### config.mk
export PLATFORM = sky130hd
export DESIGN_NAME = scd_back
export DESIGN_NICKNAME = d
export VERILOG_FILES = /design/src/scd_pkg.sv /design/src/scd_back.sv
export SDC_FILE = /design/constraint.sdc
export NUM_CORES = 1
export LEC_CHECK = 0
export ABC_AREA = 0
export BUFFER_PORTS_ARGS = -buffer_cell sky130_fd_sc_hd__buf_2
export CORE_MARGIN = 8
export CORE_UTILIZATION = 45
export DETAILED_ROUTE_END_ITERATION = 12
export GPL_ROUTABILITY_DRIVEN = 0
export PLACE_DENSITY_LB_ADDON = 0.05
export SLEW_MARGIN = 20
export SYNTH_ARGS = -nofsm -noshare
export SYNTH_HDL_FRONTEND = slang
export SYNTH_SLANG_ARGS = --single-unit
### constraint.sdc
create_clock -name clk -period 12.65 [get_ports clk]
set_input_delay 0 -clock clk [delete_from_list [all_inputs] [get_ports clk]]
set_output_delay 0 -clock clk [all_outputs]
set_load 0.01 [all_outputs]
### src/scd_pkg.sv
// Package for the scene change detector: widths, register map and shared types.
// Used by every module under src.
package scd_pkg;

    localparam int MAX_SAMPLES = 1048576;
    localparam int SAMPLE_BITS = 12;

    localparam int QW        = 23;
    localparam int CNTW      = 21;
    localparam int DEPTHW    = 4;
    localparam int SUMW      = 32;
    localparam int ADDRW     = 4;

    localparam logic [QW-1:0] MAFD_MAX  = 23'h7FFFFF;
    localparam logic [QW-1:0] SCORE_MAX = 23'd6553600;

    localparam logic [ADDRW-1:0] REG_THRESHOLD = 4'h0;
    localparam logic [ADDRW-1:0] REG_PASS_ONLY = 4'h4;
    localparam logic [ADDRW-1:0] REG_BIT_DEPTH = 4'h8;
    localparam logic [ADDRW-1:0] REG_SAMPLE_CNT = 4'hC;

    // End-of-frame job handed from the accumulator to the scoring unit
    typedef struct packed {
        logic [SUMW-1:0] sum;
        logic            valid_frame;
    } scd_job_t;

    // Configuration seen by the scoring unit
    typedef struct packed {
        logic [QW-1:0]     threshold;
        logic              pass_only;
        logic [DEPTHW-1:0] bit_depth;
        logic [CNTW-1:0]   sample_count;
    } scd_cfg_t;

endpackage

### src/scd_back.sv
// Back part: serial divider for mafd, score, flags and output register.
// Depends on scd_pkg.
module scd_back
    import scd_pkg::*;
(
    input  logic          clk,
    input  logic          rst_n,
    input  logic          job_valid,
    output logic          job_ready,
    input  scd_job_t      job,
    input  scd_cfg_t      cfg,
    input  logic          clear,
    output logic          out_valid,
    input  logic          out_ready,
    output logic [QW-1:0] score,
    output logic [QW-1:0] mafd,
    output logic          scene_change,
    output logic          forward_frame
);

    localparam int NUMW = SUMW + 23;   // sum * 100 * 2^16
    localparam int DENW = CNTW + 12 + 4;
    localparam int CW   = $clog2(NUMW + 1);

    localparam logic [1:0] ST_IDLE = 2'd0;
    localparam logic [1:0] ST_MUL  = 2'd1;
    localparam logic [1:0] ST_DIV  = 2'd2;
    localparam logic [1:0] ST_FIN  = 2'd3;

    logic [1:0]      state_reg, state_next;
    logic [CW-1:0]   cnt_reg;
    logic [NUMW-1:0] quo_reg;
    logic [DENW:0]   rem_reg;
    logic [DENW-1:0] den_reg;
    logic [SUMW-1:0] sum_reg;
    logic            hp_reg;
    logic            vf_reg;
    logic [QW-1:0]   last_reg;
    logic            ov_reg;
    logic [QW-1:0]   score_reg, mafd_reg;
    logic            chg_reg, fwd_reg;

    logic [DENW:0]   trial;
    logic [QW-1:0]   m_new, diff, mn, sc;
    logic            chg;

    assign job_ready = (state_reg == ST_IDLE) && !(ov_reg && !out_ready);

    always_comb
    begin
        state_next = state_reg;
        case (state_reg)
            ST_IDLE: if (job_valid && job_ready) state_next = ST_MUL;
            ST_MUL:  state_next = ST_DIV;
            ST_DIV:  if (cnt_reg == '0) state_next = ST_FIN;
            ST_FIN:  state_next = ST_IDLE;
            default: state_next = ST_IDLE;
        endcase
    end

    // Restoring division, one quotient bit a cycle
    assign trial = {rem_reg[DENW-1:0], quo_reg[NUMW-1]} - {1'b0, den_reg};

    assign m_new = (quo_reg > NUMW'(MAFD_MAX)) ? MAFD_MAX : quo_reg[QW-1:0];
    assign diff  = (m_new > last_reg) ? m_new - last_reg : last_reg - m_new;
    assign mn    = (m_new < diff) ? m_new : diff;
    assign sc    = (hp_reg && vf_reg) ? ((mn > SCORE_MAX) ? SCORE_MAX : mn) : '0;
    assign chg   = sc >= cfg.threshold;

    always_ff @(posedge clk or negedge rst_n)
    begin
        if (!rst_n)
        begin
            state_reg <= ST_IDLE;
            hp_reg    <= 1'b0;
            last_reg  <= '0;
            ov_reg    <= 1'b0;
        end
        else
        begin
            state_reg <= state_next;
            if (state_reg == ST_FIN)
            begin
                if (hp_reg && vf_reg)
                    last_reg <= m_new;
                hp_reg <= vf_reg;
                ov_reg <= 1'b1;
            end
            else if (out_ready)
                ov_reg <= 1'b0;
            if (clear)
                hp_reg <= 1'b0;
        end
    end

    always_ff @(posedge clk)
    begin
        case (state_reg)
            ST_IDLE:
            begin
                sum_reg <= job.sum;
                vf_reg  <= job.valid_frame;
            end
            ST_MUL:
            begin
                // sum * 100 * 2^16 = sum * (2^22 + 2^21 + 2^18)
                quo_reg <= (NUMW'(sum_reg) << 22) + (NUMW'(sum_reg) << 21)
                         + (NUMW'(sum_reg) << 18);
                rem_reg <= '0;
                den_reg <= DENW'(cfg.sample_count) << cfg.bit_depth;
                cnt_reg <= CW'(NUMW - 1);
            end
            ST_DIV:
            begin
                cnt_reg <= cnt_reg - 1'b1;
                if (!trial[DENW])
                begin
                    rem_reg <= trial;
                    quo_reg <= {quo_reg[NUMW-2:0], 1'b1};
                end
                else
                begin
                    rem_reg <= {rem_reg[DENW-1:0], quo_reg[NUMW-1]};
                    quo_reg <= {quo_reg[NUMW-2:0], 1'b0};
                end
            end
            ST_FIN:
            begin
                score_reg <= sc;
                mafd_reg  <= (hp_reg && vf_reg) ? m_new : last_reg;
                chg_reg   <= chg;
                fwd_reg   <= !cfg.pass_only || chg;
            end
            default: ;
        endcase
    end

    assign out_valid     = ov_reg;
    assign score         = score_reg;
    assign mafd          = mafd_reg;
    assign scene_change  = chg_reg;
    assign forward_frame = fwd_reg;

`ifndef SYNTHESIS
    a_no_take_busy: assert property (@(posedge clk) disable iff (!rst_n)
        (state_reg != ST_IDLE) |-> !job_ready) else $error("job taken while busy");
    a_score_cap: assert property (@(posedge clk) disable iff (!rst_n)
        ov_reg |-> (score_reg <= SCORE_MAX)) else $error("score above cap");
    a_out_hold: assert property (@(posedge clk) disable iff (!rst_n)
        (ov_reg && !out_ready) |=> ov_reg) else $error("result dropped");
`endif

endmodule
Word-level counts from Yosys, hierarchy flattened
Cells that the tools add are included.
{"block": "classes", "mux": 18, "n_eq_ne": 5, "n_reduce_logical": 14, "add_sub_neg": 6, "order_cmp": 5, "shift": 1}
{"operator": "23-bit two-way mux", "count": 6}
{"operator": "55-bit case mux with 2 select lines", "count": 1}
{"operator": "37-bit case mux with 2 select lines", "count": 1}
{"operator": "54-bit by 53-bit adder with 55-bit output", "count": 1}
{"operator": "55-bit by 50-bit adder with 55-bit output", "count": 1}
{"operator": "55-bit by 23-bit > comparator with 1-bit output (second input constant)", "count": 1}
{"operator": "23-bit subtractor", "count": 2}
{"operator": "38-bit by 37-bit subtractor with 38-bit output", "count": 1}
{"operator": "37-bit two-way mux", "count": 1}
{"operator": "21-bit by 4-bit left shift with 37-bit output", "count": 1}
{"operator": "23-bit greater-or-equal comparator", "count": 1}
{"operator": "23-bit > comparator", "count": 1}
{"operator": "23-bit > comparator (second input constant)", "count": 1}
{"operator": "23-bit less-than comparator", "count": 1}
{"operator": "6-bit case mux with 2 select lines", "count": 1}
{"operator": "2-bit case mux with 4 select lines", "count": 1}
{"operator": "6-bit zero test", "count": 1}
{"operator": "2-bit nonzero test", "count": 3}
{"operator": "6-bit by 1-bit subtractor with 6-bit output (second input constant)", "count": 1}
{"operator": "1-bit two-way mux", "count": 5}
{"operator": "2-bit == test (second input constant)", "count": 2}
{"operator": "1-bit logical AND", "count": 4}
{"operator": "2-bit two-way mux", "count": 2}
{"operator": "1-bit zero test", "count": 3}
{"operator": "other kinds (6)", "count": 6}
{"block": "word_totals", "inputBits": 87, "output_inout_bits": 50, "regBits": 243}

Depth between registers and ports, before layout
Gate-level depths: netlist of run 1.
{"block": "depth", "depth_word": 11, "mapped_depth": 44, "ltp_nobuf": 37}

Worst setup path before layout of run 1
No wires, ideal clock.
{"block": "synth_timing", "path_type": "flip-flop to flip-flop", "start": "register quo_reg[33]", "end": "register fwd_reg (netlist: forward_frame), data pin", "path_slack_ns": 4.160, "period_less_slack_ns": 8.490, "arrival_ns": 8.231, "setup_ns": 0.259, "stages_incl_launch_ff": 43, "cell_sequence": "edfxtp_1 nor4_1 nand4_1 or2_2 clkbuf_1 clkbuf_1 nor2_1 inv_1 ha_1 buf_2 nand2_1 or4_1 nor4_2 a21o_1 buf_4 buf_4 buf_2 mux2i_1 (+7 left out) or4b_2 buf_2 o21ai_1 buf_2 nand3_1 nand2_1 ha_1 nor2b_1 o21a_1 o21a_1 o21a_1 o21ai_0 a21boi_0 o211a_1 o21ai_0 a21oi_1 o21ai_0 nand2_1"}
{"block": "synth_via", "elab_chain_len": 11, "elab_cells_between_ends": 13, "classes_between": "add/sub: 2; order compare: 5; mux: 5; reduce/logical: 1"}
{"element": "from (decl)", "line_no": "scd_back.sv:32", "text": "logic [NUMW-1:0] quo_reg;"}
{"element": "from (signal assigned)", "line_no": "scd_back.sv:107", "text": "quo_reg <= (NUMW'(sum_reg) << 22) + (NUMW'(sum_reg) << 21)"}
{"element": "from (signal assigned)", "line_no": "scd_back.sv:119", "text": "quo_reg <= {quo_reg[NUMW-2:0], 1'b1};"}
{"element": "from (signal assigned)", "line_no": "scd_back.sv:124", "text": "quo_reg <= {quo_reg[NUMW-2:0], 1'b0};"}
{"element": "55-bit by 23-bit > comparator with 1-bit output (*)", "line_no": "scd_back.sv:64", "text": "assign m_new = (quo_reg > NUMW'(MAFD_MAX)) ? MAFD_MAX : quo_reg[QW-1:0];"}
{"element": "23-bit two-way mux (*)", "line_no": "scd_back.sv:64"}
{"element": "23-bit subtractor or 23-bit > comparator (tied branches)", "line_no": "scd_back.sv:65", "text": "assign diff = (m_new > last_reg) ? m_new - last_reg : last_reg - m_new;"}
{"element": "23-bit two-way mux", "line_no": "scd_back.sv:65"}
{"element": "23-bit less-than comparator", "line_no": "scd_back.sv:66", "text": "assign mn = (m_new < diff) ? m_new : diff;"}
{"element": "23-bit two-way mux (*)", "line_no": "scd_back.sv:66"}
{"element": "23-bit > comparator", "line_no": "scd_back.sv:67", "text": "assign sc = (hp_reg && vf_reg) ? ((mn > SCORE_MAX) ? SCORE_MAX : mn) : '0;"}
{"element": "23-bit two-way mux (*) (2 in series)", "line_no": "scd_back.sv:67"}
{"element": "via sc[1]", "line_no": "scd_back.sv:44", "text": "logic [QW-1:0] m_new, diff, mn, sc;"}
{"element": "23-bit greater-or-equal comparator (*)", "line_no": "scd_back.sv:68", "text": "assign chg = sc >= cfg.threshold;"}
{"element": "1-bit logical OR (*)", "line_no": "scd_back.sv:132", "text": "fwd_reg <= !cfg.pass_only || chg;"}
{"element": "to (signal assigned)", "line_no": "scd_back.sv:132"}
{"element": "to (decl)", "line_no": "scd_back.sv:41", "text": "logic chg_reg, fwd_reg;"}
The timed path passes the listed nets; every way through them passes the cells marked *.
A chain may end at the register's enable or synchronous reset.

Final worst setup path of run 1
{"block": "layout_timing", "start": "register quo_reg[42]", "end": "register fwd_reg (netlist: forward_frame), data pin"}
Same word-level chain as after synthesis.

==> impl_metrics.py, run 1 <==
metrics = {
    "outcome": {
        "status": "completed",
    },
    "flow_run": {
        "cap_violations": 0,
    },
    "worst_setup_path": {
        "critPathArrivalTime_ps": 10880,
        "endpoint_kind": "register",
        "crit_path_start_kind": "register",
        "reg2reg_from": "quo_reg[42]",
        "cp_max_fo": 46,
        "worst_path_most_repeated_cell": "a21o_1",
        "max_stage_delay_ps": 1080,
        "startpoint": "quo_reg[42]",
        "cp_slowest_cell": "or4b_2",
        "worstSetupPathType": "reg2reg",
        "critPathRequiredTime_ps": 12970,
    },
    "logic_synthesis": {
        "ys_seq_elements": 242,
        "synth_area_mm2": 0.0182,
        "synthSimpleGateAreaFrac": 0.151,
        "synth_async_sr_flop_share": 0.112,
        "yosys.area_share.xor_xnor": 0.0356,
        "synth_compound_area_frac": 0.185,
        "syn_nets": 2235,
        "synth_largest_area_cell": "edfxtp_1",
        "synth_flop_cell": "edfxtp_1",
        "yosysWarnings": 0,
        "postSynthCellCount": 1948,
        "yosys.area.top_type_share": 0.354,
        "synth_adder_area_share": 0.150,
        "synth_top_family_by_area": "compound AO/OA/AOI/OAI gates",
        "synthMuxAreaShare": 0.0350,
        "synth_seq_area_share": 0.391,
        "synth_cell_types": 81,
        "synth_edf_count": 215,
        "ys_top_cells_by_area": "edfxtp_1, ha_1, o21ai_0, a21oi_1, nand2_1",
        "synth_area_per_cell_um2": 9.36,
    },
    "floorplan": {
        "core_area_mm2": 0.0398,
        "rows": 73,
        "chipHeight_um": 217,
        "die_w_um": 217,
        "initial_core_util": 0.458,
        "ios": 137,
        "die_area_mm2": 0.0472,
    },
    "global_route": {
        "grt_first_pass_wirelength_um": 76800,
        "grt_overflow_total": 0,
        "grt_pass1_vias": 14900,
        "antenna_found_initial": 0,
        "grt_usage": 0.196,
        "grt_start_max_net_pins": 97,
    },
    "detailed_routing": {
        "vias": 14700,
        "routedWlPerCell_um": 17.8,
        "post-route-drc-count": 0,
        "wl_um": 46900,
        "drt_iter0_drc": 827,
        "vias_per_cell": 5.58,
        "ant_nets": 0,
        "drtPass1Iterations": 5,
    },
    "sta": {
        "hold_ws_ps": 36.7,
        "drv_slew": 0,
        "rsz0062_at_grt": "false",
        "fin_skew_ps": 15.4,
        "fmax_mhz": 94.7,
        "worst_pin_slew_ps": 1050,
        "tns_ps": 0,
        "fin_crit_ps": 10560,
        "relSlewSlack": 0.298,
        "hold_viol_final": 0,
        "finalCritPeriodShare": 0.835,
        "finalSetupViolations": 0,
    },
    "final_layout": {
        "finalInstanceArea_mm2": 0.0208,
        "final_cells": 2631,
        "finalNetCount": 2369,
        "largest_reg_flops": 55,
        "syn_to_final_growth_pct": 14.0,
        "drive_gt1_frac": 0.115,
        "antenna_cells": 0,
    },
    "clocking": {
        "cts_buffer_depth": 3,
        "clock-sinks": 242,
        "clk_pin_slew_worst_paths_ps": 70,
        "cts.repair.resized": 0,
        "cts_max_level": 1,
        "cts_hold_buf": 47,
        "cts_tree": "yes",
        "clk_latency_ps": 580,
        "post_cts_buffers": 0,
        "cts-root-buf": "clkbuf_16",
        "cts_buffers": 30,
    },
    "place": {
        "dp_hpwl_um": 35300,
        "placed_area_mm2": 0.0193,
        "portBuffers": 136,
        "place_inst": 2528,
    },
    "pwr": {
        "p_leak_nw": 8.69,
        "vdd_drop_max_mv": 0.212,
        "power.total_mw": 6.31,
        "p_per_area_mw_per_mm2": 303,
    },
    "min_path": {
        "hold_class": "in2async",
    },
}
==> worst max-delay path, delay by kind of cell, from the launching register on <==
family                     cells  cell delay (ps)
adders and majority gates      3             1040
AOI/OAI and AO/OA             13             3530
buffers and inverters          1              110
muxes                          1              460
and+or+nand+nor               15             4520
xor gates and xnor gates       1              240
DFF                            1              400
==> layout by cell type (no fill, tap or decap), types with 27 or more instances in the layout <==
cell	synthesis	final
a21o_1	50	50
a21oi_1	167	167
buf_2	22	136
clkbuf_16	0	30
dfrtp_1	27	27
dlygate4sd3_1	0	47
edfxtp_1	215	215
fa_1	32	32
ha_1	168	165
inv_1	146	146
mux2i_1	39	39
nand2_1	192	192
nand3_1	77	76
nand4_1	37	37
nor2_1	123	123
nor3_1	29	29
o21ai_0	178	178
xnor2_1	45	45
xor2_1	29	29
==> layer usage <==
| metal | vias to the layer above | GRT usage | wire length (µm) |
|---|---|---|---|
| li1 | 7322 | - | - |
| met3 | 92 | 0.0313 | 2080 |
| met1 | 6914 | 0.242 | 20100 |
| met5 | - | 0 | 0 |
| met2 | 366 | 0.341 | 22700 |
| met4 | 0 | 0.0778 | 1990 |
==> cells by family after synthesis <==
family	Yosys count
buffers and inverters	239
muxes	59
adders and majority gates	200
AOI/OAI and AO/OA	555
DFF	242
xor gates and xnor gates	74
and+or+nand+nor	579
==> where the power goes <==
group	leakage [nW]	switching (mW)	internal, mW
logic	5.75	2.34	1.44
clock network	0.492	0.357	0.528
registers	2.45	0.209	1.43
==> cell usage after synthesis (all sizes together), types with 5 or more instances <==
library cell / n
nor2: 123
a31oi: 17
nor3: 30
edfxtp: 215
xor2: 29
or3: 11
a211oi: 18
o21ai: 186
a211o: 5
mux2: 18
nand2b: 19
or2: 7
nor4: 10
a21boi: 7
o21a: 19
fa: 32
dfrtp: 27
a21oi: 171
a21o: 50
and2: 26
o22ai: 5
clkbuf: 60
ha: 168
o21bai: 12
nand2: 192
xnor2: 45
nand3: 77
nand4: 37
o211ai: 17
mux2i: 39
inv: 148
o31ai: 9
nor2b: 21
buf: 30
and3: 8
==> layout make-up <==
type / count / area [µm²]
Timing Repair Buffer: 192 / 1220
Multi-Input combinational cell: 1467 / 10200
Fill cell: 3690 / 19000
Clock buffer: 38 / 791
Sequential cell: 242 / 7130
Tap cell: 525 / 657
Inverter: 149 / 559
Clock inverter: 18 / 223
==> through the flow <==
| step | setup slack, ps | utilization |
|---|---|---|
| floorplan | 4160 | - |
| global placement | 2470 | 0.485 |
| detailed placement | 2250 | 0.485 |
| CTS | 2210 | 0.522 |
| global route | 1380 | 0.522 |
| finish | 2090 | 0.522 |
==> final timing paths <==
| path | to | slack, ps | cells past startpoint |
|---|---|---|---|
| max | forward_frame | 2090 | 34 |
| min | last_reg[3] | 40 | 2 |
| max reg2reg | forward_frame | 2090 | 34 |
| min reg2reg | hp_reg | 540 | 2 |
| max in group asynchronous | last_reg[18] | 12110 | 2 |
| min in group clk | den_reg[24] | 50 | 4 |
(Power assumes the default switching activity.)
==> run 2: changes to the inputs <==
clock period = 9.65 ns   (was 12.65 ns; I/O delays follow)
==> run 2 against run 1 <==
Clock-buffer cell count rose by 3. Routed wire length rose by 0.58%. Non-clock buffer count rose by 10. Total power rose by 31%. Combinational power rose by 32%. Design area rose by 0.33%. Core utilization rose by 0.17 points. Critical path type unchanged. Die area did not move.
==> impl_metrics.py, run 2 (synthesis results as in run 1) <==
metrics = {
    "worst_setup_path": {
        "critPathRequiredTime_ps": 9960,
        "reg2regPathDepth": 36,
        "max_stage_delay_ps": 830,
        "cp_max_fo": 38,
        "endpoint_kind": "register",
        "startpoint": "quo_reg[42]",
        "critPathArrivalTime_ps": 9280,
        "cp_slowest_cell": "or4b_2",
        "r2r_end": "forward_frame",
        "crit_path_start_kind": "register",
        "rrSetupSlack_ps": 690,
        "reg2reg_from": "quo_reg[42]",
        "worstSetupPathType": "reg2reg",
        "crit_end": "forward_frame",
        "worst_path_most_repeated_cell": "a21o_1",
    },
    "clocking": {
        "clk_pin_slew_worst_paths_ps": 70,
        "cts_buffers": 30,
        "clock-sinks": 242,
        "cts-root-buf": "clkbuf_16",
        "cts_buffer_depth": 3,
        "clk_latency_ps": 580,
        "cts_tree": "yes",
        "cts_max_level": 1,
    },
    "final_layout": {
        "drive_gt1_frac": 0.121,
        "antenna_cells": 0,
        "final_common_cell": "edfxtp_1",
        "finalNetCount": 2379,
        "largest_reg_flops": 55,
        "final_cells": 2641,
        "fillers": 3745,
        "finalInstanceArea_mm2": 0.0209,
        "mostFrequentLayoutCells": "edfxtp_1, nand2_1, o21ai_0, a21oi_1, ha_1",
        "syn_to_final_growth_pct": 14.4,
    },
    "pwr": {
        "p_per_area_mw_per_mm2": 395,
        "p_leak_nw": 8.74,
        "vdd_drop_max_mv": 0.232,
    },
    "sta": {
        "relSlewSlack": 0.362,
        "tns_ps": 0,
        "fin_skew_ps": 25.1,
        "worst_pin_slew_ps": 955,
        "fmax_mhz": 112,
        "finalSetupViolations": 0,
        "fin_ws_ps": 689,
        "hold_viol_final": 0,
        "fin_crit_ps": 8960,
        "drv_slew": 0,
        "hold_ws_ps": 29.6,
        "finalCritPeriodShare": 0.929,
    },
    "place": {
        "portBuffers": 136,
        "dp_hpwl_um": 35700,
        "placed_area_mm2": 0.0194,
        "place_inst": 2539,
        "dp_slack_ps": 293,
    },
    "floorplan": {
        "die_area_mm2": 0.0472,
        "core_area_mm2": 0.0398,
        "initial_core_util": 0.458,
        "die_w_um": 217,
        "chipHeight_um": 217,
        "rows": 73,
        "ios": 137,
    },
    "global_route": {
        "grt_usage": 0.195,
        "grt_overflow_total": 0,
        "grt_start_max_net_pins": 88,
        "grt_first_pass_wirelength_um": 76100,
        "grt_pass1_vias": 14600,
        "antenna_found_initial": 0,
    },
    "detailed_routing": {
        "drt_iter0_drc": 907,
        "vias_per_cell": 5.55,
        "ant_nets": 0,
        "drtPass1Iterations": 5,
        "wl_um": 47200,
        "vias": 14700,
        "routedWlPerCell_um": 17.9,
        "post-route-drc-count": 0,
    },
    "flow_run": {
        "cap_violations": 0,
    },
    "outcome": {
        "status": "completed",
    },
    "min_path": {
        "hold_class": "in2async",
    },
}
[run 2: layer usage]
| layer | vias up | part of all wire | GRT usage |
|---|---|---|---|
| met3 | 87 | 0.037 | 0.0205 |
| met5 | - | 0 | 0 |
| met4 | 0 | 0.032 | 0.0649 |
| li1 | 7345 | - | - |
| met1 | 6898 | 0.44 | 0.243 |
| met2 | 330 | 0.50 | 0.348 |
[run 2: power breakdown]
| part | switching, mW | internal [mW] | total (mW) |
|---|---|---|---|
| Sequential | 0.278 | 1.87 | 2.15 |
| Combinational | 3.05 | 1.94 | 4.99 |
| Clock | 0.443 | 0.653 | 1.10 |
| Total | 3.77 | 4.46 | 8.23 |
[run 2: what timing repair did]
item / in CTS / in global routing
setup endpoints to repair: 0 / 2
buffers inserted: 0 / 1
endpoints found under the hold margin: 76 / 0
resized for setup: 0 / 10
hold buffers: 45 / 0
[run 2: how the worst min path moves through the flow]
stage,cells past startpoint,endpoint
after floorplan,0,hp_reg
after global placement,1,last_reg[4]
after detailed placement,1,last_reg[3]
after CTS,2,den_reg[3]
after global routing,3,den_reg[25]
final,2,last_reg[3]
[run 2: cell type report]
type | instances | area (µm²) | share of cell area
inverters | 149 | 559 | 0.0268
flip-flops and latches | 242 | 7130 | 0.342
multi-input cells | 1467 | 10200 | 0.492
clock buffers | 41 | 832 | 0.0399
clock inverters | 15 | 133 | 0.00636
repair buffers | 202 | 1290 | 0.0618
well taps | 525 | 657 | 0.0315
[run 2: worst max-delay path: cells and delay by family (launching register included)]
family                     cells  cell delay [ps]
AOI/OAI and AO/OA             12             1880
xor gates and xnor gates       1              160
adders and majority gates      3              960
buffers and inverters          4              830
DFF                            1              400
muxes                          2              460
and+or+nand+nor               14             3990
[run 2: stage by stage]
stage          utilization  total power [mW]
2_1_floorplan            -              5.89
5_1_grt              0.524              8.99
4_1_cts              0.522              8.28
3_3_place_gp         0.487              7.10
3_5_place_dp         0.487              7.12
6_report             0.524              8.23
==> run 3: changes to the inputs <==
CTS_BUF_LIST = sky130_fd_sc_hd__clkbuf_16   (was unset)
RECOVER_POWER = 25   (was unset)
==> run 3 against run 2 <==
The run now ends with capacitance limit, slew limit left. Maximum frequency barely moved. Setup slack improved by 6.0 ps. Cell count did not move. Non-clock buffer count unchanged. Clock skew decreased by 3.1 ps. Sequential share of layout area is 0.17 points higher. Critical endpoint unchanged. Highest routed layer unchanged.
==> impl_metrics.py, run 3 (synthesis results as in run 1) <==
metrics = {
    "outcome": {
        "status": "finished with violations",
        "violations": "capacitance limit, slew limit",
    },
    "final_layout": {
        "mostFrequentLayoutCells": "edfxtp_1, nand2_1, o21ai_0, a21oi_1, ha_1",
        "drive_gt1_frac": 0.0955,
        "final_util": 0.521,
        "antenna_cells": 0,
        "largest_reg_flops": 55,
        "fillers": 3779,
        "finalNetCount": 2379,
        "final_common_cell": "edfxtp_1",
        "syn_to_final_growth_pct": 13.8,
        "final_cells": 2641,
    },
    "detailed_routing": {
        "ant_nets": 0,
        "wl_met1_um": 20700,
        "vias": 14600,
        "vias_per_cell": 5.54,
        "drtPass1Iterations": 5,
        "routedWlPerCell_um": 17.9,
        "wl_met2_um": 23300,
        "routed.top_layer": "met4",
        "drt_iter0_drc": 935,
        "wl_um": 47200,
        "route.met3.wl_um": 1730,
        "post-route-drc-count": 0,
    },
    "global_route": {
        "grt_overflow_total": 0,
        "grt_start_max_net_pins": 88,
        "grt_first_pass_wirelength_um": 75800,
        "antenna_found_initial": 0,
        "grt_pass1_vias": 14600,
        "grt_usage": 0.194,
    },
    "min_path": {
        "min_to": "den_reg[3]",
        "worstHoldPathCells": 2,
        "hold_start": "cfg[23]",
        "hold_class": "in2reg",
    },
    "pwr": {
        "switching_share": 0.461,
        "p_seq_frac": 0.263,
        "p_leak_nw": 8.60,
        "vdd_drop_max_mv": 0.232,
        "intPower_mw": 4.41,
        "p_per_area_mw_per_mm2": 394,
        "p_comb_frac": 0.608,
        "clockPowerShare": 0.129,
        "p_switching_mw": 3.77,
    },
    "place": {
        "portBuffers": 136,
        "place_inst": 2539,
        "dp_hpwl_um": 35700,
    },
    "clocking": {
        "clk_latency_ps": 580,
        "cts-root-buf": "clkbuf_16",
        "cts_tree": "yes",
        "cts_buffers": 30,
        "clk_pin_slew_worst_paths_ps": 60,
        "clock-sinks": 242,
        "cts_buffer_depth": 3,
        "cts_max_level": 1,
    },
    "floorplan": {
        "rows": 73,
        "die_area_mm2": 0.0472,
        "core_area_mm2": 0.0398,
        "ios": 137,
        "die_w_um": 217,
        "chipHeight_um": 217,
        "initial_core_util": 0.458,
    },
    "worst_setup_path": {
        "worst_path_most_repeated_cell": "a21o_1",
        "endpoint_kind": "register",
        "cp_max_fo": 38,
        "reg2reg_from": "quo_reg[42]",
        "critPathRequiredTime_ps": 9970,
        "critPathArrivalTime_ps": 9270,
        "crit_path_start_kind": "register",
        "worstSetupPathType": "reg2reg",
        "max_stage_delay_ps": 830,
        "r2r_end": "forward_frame",
        "reg2regPathDepth": 36,
        "rrSetupSlack_ps": 700,
        "cp_slowest_cell": "or4b_2",
    },
    "sta": {
        "finalSetupViolations": 0,
        "fin_skew_ps": 22.0,
        "relSlewSlack": -0.264,
        "hold_viol_final": 0,
        "finalCritPeriodShare": 0.928,
        "drv_slew": 28,
        "fin_crit_ps": 8950,
        "worst_pin_slew_ps": 1900,
        "fmax_mhz": 112,
    },
    "flow_run": {
        "cap_violations": 1,
    },
}
run 3: cell count changes in the layout (fill, tap and decap cells not counted), sizes merged:
cell    change
clkbuf     +40
clkinv      +4
buf        -51
inv         +7
run 3: metrics by stage:
stage | instance area, µm² | total power, mW | setup TNS [ps] | hold WS [ps] | setup slack, ps
global placement | 19400 | 7.10 | 0 | 117 | 496
CTS | 20800 | 8.24 | 0 | 1.70 | 244
global route | 20700 | 8.93 | -55.5 | 56.7 | -28.8
finish | 20700 | 8.18 | 0 | 34.7 | 695
floorplan | 18200 | 5.89 | 0 | -296 | 1160
detailed placement | 19400 | 7.12 | 0 | 129 | 293
run 3: final cells by class:
class,instances,area (µm²),area share
sequential,242,7130,0.344
timing repair buffer,202,1220,0.0590
tap,525,657,0.0317
multi-input combinational,1467,10200,0.494
clock buffer,30,751,0.0362
inverter,149,559,0.0270
clock inverter,26,174,0.00838
run 3: repair_timing:
action | 4_1_cts | 5_1_grt
setup endpoints to repair | 0 | 2
setup buffers | 0 | 1
gates resized for setup | 0 | 10
hold buffers | 45 | 0
hold endpoints to repair | 76 | 0
run 3: critical path, delay by kind of cell, from the launching register on:
kind | cells | cell delay, ps
AOI/OAI and AO/OA | 12 | 1870
xor gates and xnor gates | 1 | 160
adders and majority gates | 3 | 960
buffers and inverters | 4 | 830
DFF | 1 | 400
muxes | 2 | 460
and+or+nand+nor | 14 | 3990
run 3: metal layers:
metal / GRT usage / vias to the layer above
li1: - / 7340
met1: 0.241 / 6901
met2: 0.348 / 303
met3: 0.0202 / 83
met4: 0.0649 / 0
met5: 0 / -
run 3: worst max-delay path by stage:
| stage | cells after the start | startpoint | endpoint | slack [ps] |
|---|---|---|---|---|
| 2_1_floorplan | 42 | quo_reg[33] | forward_frame | 1160 |
| 3_3_place_gp | 35 | quo_reg[46] | forward_frame | 500 |
| 3_5_place_dp | 35 | quo_reg[42] | forward_frame | 290 |
| 4_1_cts | 35 | quo_reg[42] | forward_frame | 240 |
| 5_1_grt | 38 | quo_reg[37] | forward_frame | -30 |
| 6_report | 36 | quo_reg[42] | forward_frame | 700 |
run 3: power groups by stage:
| stage | combinational (mW) | clock, mW | sequential [mW] |
|---|---|---|---|
| after global routing | 5.60 | 1.12 | 2.21 |
| after global placement | 4.93 | 0 | 2.16 |
| after floorplan | 3.77 | 0 | 2.12 |
| after CTS | 5.00 | 1.09 | 2.15 |
| final | 4.98 | 1.06 | 2.15 |
| after detailed placement | 4.96 | 0 | 2.17 |
